File: src/hdl/assert_macros.svh
// assertion macros shared by the lru page replacement modules
`ifndef ASSERT_MACROS_SVH
`define ASSERT_MACROS_SVH

// clocked property, ignored while reset is held
`define LRUP_ASSERT(lbl, clk, rst_n, prop, msg) \
  lbl: assert property (@(posedge clk) disable iff (!rst_n) prop) else $error(msg);

// clocked property, checked during reset as well
`define LRUP_ASSERT_ALWAYS(lbl, clk, prop, msg) \
  lbl: assert property (@(posedge clk) prop) else $error(msg);

`endif

File: src/hdl/lrup_pkg.sv
// shared types and constants for the lru page replacement block
package lrup_pkg;

  localparam int CFG_W        = 4;
  localparam int FRAME_IDX_W  = 3;
  localparam int FAULT_W      = 32;
  localparam logic [CFG_W-1:0] CFG_RESET = 4'd8;

  // controller states, one-hot
  typedef enum logic [2:0] {
    S_IDLE = 3'b001,
    S_EXEC = 3'b010,
    S_OUT  = 3'b100
  } state_t;

  // commands from controller to datapath
  typedef struct packed {
    logic load;  // capture the input word
    logic exec;  // look up, update frames and recency, load the result
  } cmd_t;

endpackage

File: src/hdl/lrup_ctrl.sv
// handshake controller for the lru page replacement block
`include "assert_macros.svh"

module lrup_ctrl (
  input  logic           clk,
  input  logic           rst_n,
  input  logic           in_tvalid,
  output logic           in_tready,
  output logic           out_tvalid,
  input  logic           out_tready,
  output lrup_pkg::cmd_t cmd
);
  import lrup_pkg::*;

  state_t state_r, state_nxt;

  // state register
  always_ff @(posedge clk) begin
    if (!rst_n) begin
      state_r <= S_IDLE;
    end else begin
      state_r <= state_nxt;
    end
  end

  // a new word is taken when idle or when the held result leaves
  assign in_tready  = (state_r == S_IDLE) || ((state_r == S_OUT) && out_tready);
  assign out_tvalid = (state_r == S_OUT);
  assign cmd.load   = in_tvalid && in_tready;
  assign cmd.exec   = (state_r == S_EXEC);

  // next state
  always_comb begin
    state_nxt = state_r;
    unique case (state_r)
      S_IDLE: begin
        if (in_tvalid) state_nxt = S_EXEC;
      end
      S_EXEC: begin
        state_nxt = S_OUT;
      end
      S_OUT: begin
        if (out_tready) state_nxt = in_tvalid ? S_EXEC : S_IDLE;
      end
      default: begin
        state_nxt = S_IDLE;
      end
    endcase
  end

  `LRUP_ASSERT_ALWAYS(a_reset_idle, clk, !rst_n |=> state_r == S_IDLE, "not idle after reset")
  `LRUP_ASSERT(a_exec_to_out, clk, rst_n, cmd.exec |=> out_tvalid, "result not presented after exec")
  `LRUP_ASSERT(a_load_then_exec, clk, rst_n, cmd.load |=> cmd.exec, "accepted word not executed")

endmodule

File: src/hdl/lrup_datapath.sv
// frame table, recency order, fault counter and result register
`include "assert_macros.svh"

module lrup_datapath #(
  parameter int MAX_FRAMES = 8,
  parameter int PAGE_BITS  = 16
) (
  input  logic                             clk,
  input  logic                             rst_n,
  input  lrup_pkg::cmd_t                   cmd,
  input  logic [PAGE_BITS-1:0]             in_page,
  input  logic                             in_last,
  input  logic                             cfg_we,
  input  logic [lrup_pkg::CFG_W-1:0]       cfg_wdata,
  output logic                             res_hit,
  output logic [lrup_pkg::FRAME_IDX_W-1:0] res_frame,
  output logic                             res_evicted,
  output logic [PAGE_BITS-1:0]             res_evicted_page,
  output logic [lrup_pkg::FAULT_W-1:0]     res_fault_total
);
  import lrup_pkg::*;

  localparam int IDX_W = (MAX_FRAMES > 1) ? $clog2(MAX_FRAMES) : 1;
  localparam int CNT_W = $clog2(MAX_FRAMES + 1);

  logic [PAGE_BITS-1:0]  page_r;
  logic                  last_r;
  logic [CFG_W-1:0]      cfg_r;
  logic [CNT_W-1:0]      occ_r;
  logic [FAULT_W-1:0]    fault_r;
  logic [PAGE_BITS-1:0]  frame_page_r [MAX_FRAMES];
  logic [IDX_W-1:0]      rec_r        [MAX_FRAMES];
  logic [IDX_W-1:0]      rec_nxt      [MAX_FRAMES];

  logic [CNT_W-1:0]      limit;
  logic [MAX_FRAMES-1:0] match;
  logic [MAX_FRAMES-1:0] rec_match;
  logic [IDX_W-1:0]      hit_idx;
  logic [IDX_W-1:0]      pos;
  logic [IDX_W-1:0]      f;
  logic                  is_hit;
  logic                  is_fill;
  logic                  is_evict;
  logic [FAULT_W-1:0]    fault_nxt;
  logic [31:0]           f_ext;

  // configuration register
  always_ff @(posedge clk) begin
    if (!rst_n) begin
      cfg_r <= CFG_RESET;
    end else if (cfg_we) begin
      cfg_r <= cfg_wdata;
    end
  end

  // input word capture
  always_ff @(posedge clk) begin
    if (cmd.load) begin
      page_r <= in_page;
      last_r <= in_last;
    end
  end

  // frame limit, zero acts as one, clamped to the table size
  always_comb begin
    if (cfg_r == '0) begin
      limit = CNT_W'(1);
    end else if (32'(cfg_r) > MAX_FRAMES) begin
      limit = CNT_W'(MAX_FRAMES);
    end else begin
      limit = CNT_W'(cfg_r);
    end
  end

  // parallel compare against occupied frames
  always_comb begin
    for (int i = 0; i < MAX_FRAMES; i++) begin
      match[i] = (CNT_W'(i) < occ_r) && (frame_page_r[i] == page_r);
    end
  end

  // lowest matching frame
  always_comb begin
    hit_idx = '0;
    for (int i = MAX_FRAMES - 1; i >= 0; i--) begin
      if (match[i]) hit_idx = IDX_W'(i);
    end
  end

  assign is_hit   = |match;
  assign is_fill  = !is_hit && (occ_r < limit);
  assign is_evict = !is_hit && !is_fill;

  // frame used by this reference
  always_comb begin
    if (is_hit) begin
      f = hit_idx;
    end else if (is_fill) begin
      f = occ_r[IDX_W-1:0];
    end else begin
      f = rec_r[0];
    end
  end

  // position of the hit frame in the recency order
  always_comb begin
    for (int i = 0; i < MAX_FRAMES; i++) begin
      rec_match[i] = (CNT_W'(i) < occ_r) && (rec_r[i] == hit_idx);
    end
  end

  always_comb begin
    pos = '0;
    if (is_hit) begin
      for (int i = MAX_FRAMES - 1; i >= 0; i--) begin
        if (rec_match[i]) pos = IDX_W'(i);
      end
    end
  end

  // recency update: append on fill, remove and append on hit or eviction
  always_comb begin
    for (int i = 0; i < MAX_FRAMES; i++) begin
      rec_nxt[i] = rec_r[i];
      if (is_fill) begin
        if (CNT_W'(i) == occ_r) rec_nxt[i] = f;
      end else begin
        if ((CNT_W'(i) + CNT_W'(1) < occ_r) && (IDX_W'(i) >= pos)) begin
          rec_nxt[i] = rec_r[(i + 1 < MAX_FRAMES) ? i + 1 : i];
        end
        if (CNT_W'(i) + CNT_W'(1) == occ_r) rec_nxt[i] = f;
      end
    end
  end

  // saturating fault count including this reference
  always_comb begin
    fault_nxt = fault_r;
    if (!is_hit && (fault_r != '1)) fault_nxt = fault_r + FAULT_W'(1);
  end

  // occupancy and fault counter, cleared after the last reference
  always_ff @(posedge clk) begin
    if (!rst_n) begin
      occ_r   <= '0;
      fault_r <= '0;
    end else if (cmd.exec) begin
      if (last_r) begin
        occ_r   <= '0;
        fault_r <= '0;
      end else begin
        occ_r   <= is_fill ? occ_r + CNT_W'(1) : occ_r;
        fault_r <= fault_nxt;
      end
    end
  end

  // frame table and recency order
  always_ff @(posedge clk) begin
    if (cmd.exec) begin
      if (!is_hit) frame_page_r[f] <= page_r;
      for (int i = 0; i < MAX_FRAMES; i++) begin
        rec_r[i] <= rec_nxt[i];
      end
    end
  end

  assign f_ext = 32'(f);

  // result register
  always_ff @(posedge clk) begin
    if (cmd.exec) begin
      res_hit          <= is_hit;
      res_frame        <= f_ext[FRAME_IDX_W-1:0];
      res_evicted      <= is_evict;
      res_evicted_page <= is_evict ? frame_page_r[f] : '0;
      res_fault_total  <= fault_nxt;
    end
  end

  `LRUP_ASSERT(a_last_clears, clk, rst_n, cmd.exec && last_r |=> occ_r == '0 && fault_r == '0, "state not cleared after last reference")
  `LRUP_ASSERT(a_hit_no_evict, clk, rst_n, cmd.exec |=> !(res_hit && res_evicted), "hit and eviction together")
  `LRUP_ASSERT(a_fill_grows, clk, rst_n, cmd.exec && !last_r && is_fill |=> occ_r == $past(occ_r) + 1, "fill did not grow occupancy")
  `LRUP_ASSERT(a_miss_counts, clk, rst_n, cmd.exec && !is_hit |=> res_fault_total != '0, "miss not counted")

endmodule

File: src/hdl/lru_page_replacement.sv
// top level of the lru page replacement block
// an accepted word is captured, then looked up and updated, then the result is valid
// input waits until the result leaves; each lookup waits for the previous table update
// a new word is accepted in the same cycle a held result is taken
// reset: synchronous active low; clears occupancy, fault count, controller, frame limit to 8
module lru_page_replacement #(
  parameter int MAX_FRAMES = 8,
  parameter int PAGE_BITS  = 16
) (
  input  logic                                clk,
  input  logic                                rst_n,
  input  logic                                in_tvalid,
  output logic                                in_tready,
  // page, zero padded to whole bytes
  input  logic [((PAGE_BITS + 7) / 8) * 8-1:0] in_tdata,
  // last_reference
  input  logic                                in_tlast,
  output logic                                out_tvalid,
  input  logic                                out_tready,
  // frame_index, evicted_page, fault_total, zero padded to whole bytes
  output logic [((lrup_pkg::FRAME_IDX_W + PAGE_BITS + lrup_pkg::FAULT_W + 7) / 8) * 8-1:0]
                                              out_tdata,
  // hit, evicted
  output logic [1:0]                          out_tuser,
  input  logic                                cfg_we,
  input  logic [lrup_pkg::CFG_W-1:0]          cfg_wdata
);
  import lrup_pkg::*;

  localparam int OUT_RAW_W  = FRAME_IDX_W + PAGE_BITS + FAULT_W;
  localparam int OUT_DATA_W = ((OUT_RAW_W + 7) / 8) * 8;

  cmd_t                   cmd;
  logic                   res_hit;
  logic [FRAME_IDX_W-1:0] res_frame;
  logic                   res_evicted;
  logic [PAGE_BITS-1:0]   res_evicted_page;
  logic [FAULT_W-1:0]     res_fault_total;

  lrup_ctrl u_ctrl (
    .clk        (clk),
    .rst_n      (rst_n),
    .in_tvalid  (in_tvalid),
    .in_tready  (in_tready),
    .out_tvalid (out_tvalid),
    .out_tready (out_tready),
    .cmd        (cmd)
  );

  lrup_datapath #(
    .MAX_FRAMES (MAX_FRAMES),
    .PAGE_BITS  (PAGE_BITS)
  ) u_datapath (
    .clk              (clk),
    .rst_n            (rst_n),
    .cmd              (cmd),
    .in_page          (in_tdata[PAGE_BITS-1:0]),
    .in_last          (in_tlast),
    .cfg_we           (cfg_we),
    .cfg_wdata        (cfg_wdata),
    .res_hit          (res_hit),
    .res_frame        (res_frame),
    .res_evicted      (res_evicted),
    .res_evicted_page (res_evicted_page),
    .res_fault_total  (res_fault_total)
  );

  // pack the result word
  assign out_tdata = OUT_DATA_W'({res_fault_total, res_evicted_page, res_frame});
  assign out_tuser = {res_evicted, res_hit};

endmodule
File: config.mk
export PLATFORM = sky130hd
export DESIGN_NAME = lru_page_replacement
export DESIGN_NICKNAME = d
export VERILOG_FILES = /design/src/hdl/lrup_pkg.sv /design/src/hdl/lrup_ctrl.sv /design/src/hdl/lrup_datapath.sv /design/src/hdl/lru_page_replacement.sv
export VERILOG_INCLUDE_DIRS = /design/src /design/src/hdl
export SDC_FILE = /design/constraint.sdc
export NUM_CORES = 1
export LEC_CHECK = 0
export BUFFER_PORTS_ARGS = -buffer_cell sky130_fd_sc_hd__buf_2
export CORE_ASPECT_RATIO = 0.5
export CORE_MARGIN = 2
export CORE_UTILIZATION = 55
export CTS_CLUSTER_DIAMETER = 80
export DETAILED_ROUTE_END_ITERATION = 6
export PLACE_DENSITY = 0.81
export SLEW_MARGIN = 10
export SYNTH_ARGS = -nofsm -noshare
export SYNTH_HDL_FRONTEND = slang
export SYNTH_HIERARCHICAL = 1
export SYNTH_SLANG_ARGS = --single-unit
File: constraint.sdc
create_clock -name clk -period 7.6 [get_ports clk]
set_input_delay 1.14 -clock clk [delete_from_list [all_inputs] [get_ports clk]]
set_output_delay 1.14 -clock clk [all_outputs]
set_load 0.005 [all_outputs]
# Yosys cells after proc, flatten, opt, wreduce, memory -nomap -nowiden
# Memory sizes are Yosys's and may differ from the RTL's. A register that Yosys moved wholly into a read port is not among the register bits.
# Cells that the tools add are included.
# op_classes
addsub	2
order_cmp	17
n_eq_ne	30
n_mux	65
n_reduce_logical	38
# ops
cell	count
$mux 3	52
$eq 16x16->1	8
$mux 32	2
$add 32x1->32 const B	1
$ne 32x32->1 const B	1
$logic_and 1x1->1	28
$eq 3x3->1	8
$eq 3x4->1 const A	4
$lt 3x4->1 const A	4
$mux 4	4
$ge 3x3->1 const A	3
$pmux 3 s3	1
$eq 2x4->1 const A	2
$logic_not 4->1	2
$lt 1x4->1 const A	2
$lt 2x4->1 const A	2
$reduce_or 8->1	1
$ge 1x3->1 const A	2
$ge 2x3->1 const A	2
$mux 1	5
$add 4x1->4 const B	1
$eq 1x4->1 const A	1
$eq 4x4->1 const A	1
$gt 4x4->1 const B	1
other kinds (11)	14
# totals
reg_bits	97
ramBits	152
output_inout_bits	60
elab_cells	164
memories	2
# memory_table
name	depth	word_bits	rd	rd_ports_with_merged_regs	write_ports	line_no	source
u_datapath.frame_page_r	8	16	9	1	1	lrup_datapath.sv:31	logic [PAGE_BITS-1:0] frame_page_r [MAX_FRAMES];
u_datapath.rec_r	8	3	8	0	8	lrup_datapath.sv:32	logic [IDX_W-1:0] rec_r [MAX_FRAMES];

# Longest topological paths before layout
# An unclocked memory read counts as a cell.
# depth
ltp_word	27
mapped_depth	16
depth_no_buf	14

# By module
# Netlist, hierarchy kept.
# modules_own_cells
mod	n_inst	cells_per_inst	area_per_inst_um2	seq_area_each_um2
lrup_datapath	1	1140	13645.6	7467.2
lrup_ctrl	1	19	157.7	60.1
lru_page_replacement	1	8	56.3	0.0

# Worst setup path before layout
# Ideal clock, no wire load.
# synth_timing
path_type	register -> register
start	reg u_ctrl.state_r[2]
end	mem u_datapath.frame_page_r[1][0] (enable)
setup_time_ns	0.388
t_arrival_ns	4.967
t_required_ns	7.212
setup_slack_ns	2.244
stages_incl_launch_ff	6
n_path_buf	0
period_less_slack_ns	5.356
cell_sequence	dfxtp_1 nand2b_1 nor2_1 clkinv_1 or3_1 nor2_1
# synth_lines
item	line_no	source
start, declared	lrup_ctrl.sv:15	state_t state_r, state_nxt;
start signal, assigned	lrup_ctrl.sv:22	state_r <= state_nxt;
end, declared	lrup_datapath.sv:31	

# Worst setup path after layout
# layout_timing
start	reg u_datapath.page_r[8]
end	mem u_datapath.frame_page_r[7][6] (enable)
# layout_between
elab_chain_len	11
elab_cells_between_ends	32
# layout_lines
item	line_no	source
start, declared	lrup_datapath.sv:26	logic [PAGE_BITS-1:0] page_r;
start signal, assigned	lrup_datapath.sv:59	page_r <= in_page;
$eq 16x16->1	lrup_datapath.sv:78	match[i] = (CNT_W'(i) < occ_r) && (frame_page_r[i] == page_r);
$logic_and 1x1->1	lrup_datapath.sv:78	
$mux 3 (8 in a row)	lrup_datapath.sv:86	if (match[i]) hit_idx = IDX_W'(i);
$mux 3	lrup_datapath.sv:96	if (is_hit) begin
# Parallel ways exist; a longest one is shown, timed or not.

==> metrics.txt <==
worst-path cell chain=xor2_1, or4_1, or4_4, o22ai_2, nor2_1, a21oi_1, buf_4, nand2_1, nor2_1, buf_4; CTS Sinks=265; internal cell power=0.00233 W; CP Capture Type=flip-flop; Gate power share=0.064; Slew Limit Headroom=0.207; initial antenna violation count=0; Simple-Gate Fraction of Synth Area=0.147; switching power=0.000714 W; Slew @ Worst Pin=1190 ps; Max Fclk=186 MHz; Total GRT Usage=0.276; Pins Over Slew Limit=0; mux contribution to synthesized area=0.0620; DRT Pass-1 Iters=5; max_cap viols=0; xor and xnor area share after synthesis=0.107; num rows=41; slowest CP cell=nor2_1; DRT Wirelength=37,200 microns; vias in the first global route=9,352; I/O pin total=86; Clock Tree Root=clkbuf_16; layout filler cell count=1,992; Initial Utilization=0.555; Synthesis Warnings=6; Bufs and invs on worst path=2; Hold WC Path Type=reg -> reg; sw frac=0.234; Cells after Synth=1,167; syn_area_per_cell=11.9 sq um; Worst Setup Start Kind=flip-flop; CP arrival=5640 ps; Worst Setup Path Type=reg -> reg; die height=116 microns; die width=228 microns; CTS hold repair buffers=0; worst endpoint required time=7850 ps; Fin Clk Skew=30.0 ps; via count=9,880; Crit path max-delay family=simple AND/OR/NAND/NOR gates; leading cell type in the layout, fill and taps excluded=edfxtp_1; clock buffer depth=3; post-synth cell types=79; EDFF count, synth=222; post-detail-place hpwl=25,900 microns; # resized after CTS=0; DR vias/cell=6.22; DRC errors left=0; Reg power frac=0.536; global placement routability congestion=1.01; die footprint=0.0266 sq mm; Iteration-0 DRC Markers=1,109; synthesized cell area=0.0139 sq mm; setup TNS after final layout=0 ps; Clock Power Share=0.400; Port Buffers=80; n_diodes=0; maximum number of pins on one net before global-route repair=51; largest fanout on the critical path=18; Setup Fix Bufs, Post-CTS=0; global-route wire length before repair=55,600 microns; Post-DRT Antenna Nets=0; fraction of layout cells with a size suffix above 1=0.156; gr ovfl total=0; minimum clock period=5390 ps; core area=0.0250 sq mm; worst-skew pair later-pin latency=560 ps; Final Hold Viols=0; Hold WS=537 ps; TritonCTS Buffers=24; leak pwr=5.10 nW; wire length per cell=23.4 microns; Final Cycle Share=0.709; adder-cell area share of the yosys netlist=0.00632; power density over the cells=200 mW/mm^2; CTS tree=done; CP peak stage delay=930 ps; sequential area share after synthesis=0.543; # setup viols final=0; peak supply drop=144 uV; compound-cell area share of the yosys netlist=0.102; clock-pin slew on the worst setup and hold paths=70 ps; largest family of logic cells by synthesized area=simple AND/OR/NAND/NOR gates; most frequent cells in the layout=edfxtp_1 (222), xnor2_1 (95), buf_2 (80); outcome=completed; ys async rst share=0; RSZ-0062 raised after global routing=false; # nets final=1,259; FF+latch count, synth=265; Top FF cell, synth=edfxtp_1; Layout area overhead=9.89%; H-tree depth=1
==> layer usage <==
metal / part of all wire / up-vias / GRT usage
li1: - / 4473 / -
met1: 0.43 / 4843 / 0.372
met3: 0.083 / 90 / 0.0654
met2: 0.45 / 474 / 0.441
met5: 0 / - / 0
met4: 0.037 / 0 / 0.101
==> cell families after synthesis <==
logic type	after synthesis
buffers and inverters	80
other	1
adder cells (fa/ha/maj)	7
AND/OR/NAND/NOR	360
XOR/XNOR	166
flip-flops	265
AO/OA/AOI/OAI	204
multiplexers	84
==> per-stage QoR <==
step,power [W],util,instance area (sq um),std cells,worst slack [ps]
final,0.00305,0.610,15200,1588,2210
after global routing,0.00313,0.610,15200,1588,2100
after CTS,0.00306,0.610,15200,1588,2360
after detailed placement,0.00185,0.579,14500,1544,2390
after global placement,0.00185,0.579,14500,1544,2480
after floorplan,0.00179,-,13900,1171,2240
==> worst min-delay path: stages, from the launching register on <==
cell and delay, ps:
dfxtp_1 350, o21ai_0 80, a21boi_1 60
==> path summary, 6_finish.rpt <==
kind                                            start                       endpoint  slack (ps)  cells after the start
worst max-delay path             u_datapath/page_r[8]  u_datapath/frame_page_r[7][6]        2210                     10
worst min-delay path            u_datapath/fault_r[8]          u_datapath/fault_r[8]         540                      2
worst max register to register   u_datapath/page_r[8]  u_datapath/frame_page_r[7][6]        2210                     10
worst min register to register  u_datapath/fault_r[8]          u_datapath/fault_r[8]         540                      2
==> power groups by stage <==
stage | sequential, W | combinational, W | clock, W
final | 0.00163 | 0.000196 | 0.00122
after global placement | 0.00166 | 0.000188 | 0
after floorplan | 0.00164 | 0.000154 | 0
after CTS | 0.00163 | 0.000191 | 0.00124
after global routing | 0.00163 | 0.000206 | 0.00129
after detailed placement | 0.00166 | 0.000190 | 0
==> synth_stat cells, drive strengths merged (3+ instances only) <==
cell type,n,area share
a21o,5,0.0027
or4,8,0.0046
a21oi,32,0.014
a21boi,3,0.0016
o22ai,37,0.018
edfxtp,222,0.48
a31oi,4,0.0018
xor2,67,0.042
nor3,31,0.014
a211oi,4,0.0025
clkbuf,24,0.0065
xnor2,99,0.065
nand2b,7,0.0032
dfxtp,43,0.062
nor2b,41,0.019
or3,17,0.0084
o211ai,9,0.0049
and4,6,0.0038
nor2,57,0.017
and2,11,0.0050
mux2,15,0.012
nor4bb,4,0.0029
a22oi,26,0.014
o21a,23,0.012
mux2i,69,0.050
or2,3,0.0014
nand4,29,0.014
nor4,22,0.010
inv,10,0.0027
o21ai,37,0.014
and3,17,0.0077
o31ai,9,0.0049
nor3b,3,0.0016
nand3,42,0.016
ha,7,0.0063
nand2,57,0.015
buf,45,0.023
==> final cells by class <==
cell class / instances / area [sq um] / area share
sequential: 265 / 7530 / 0.494
timing repair buffer: 98 / 536 / 0.0352
clock buffer: 30 / 633 / 0.0416
inverter: 11 / 41.3 / 0.00271
clock inverter: 14 / 136 / 0.00895
tap: 344 / 430 / 0.0283
multi-input combinational: 826 / 5930 / 0.389
==> sequential cells by signal (all words and copies together) (netlist names) <==
name	cells
u_datapath/res_frame	3
u_datapath/page_r	16
u_datapath/res_hit	1
u_datapath/rec_r	24
u_datapath/last_r	1
u_datapath/res_evicted	1
u_datapath/res_fault_total	32
u_datapath/cfg_r	4
u_datapath/fault_r	32
u_datapath/occ_r	4
u_datapath/res_evicted_page	16
u_datapath/frame_page_r	128
u_ctrl/state_r	3
Power figures use the tool's default switching activity.
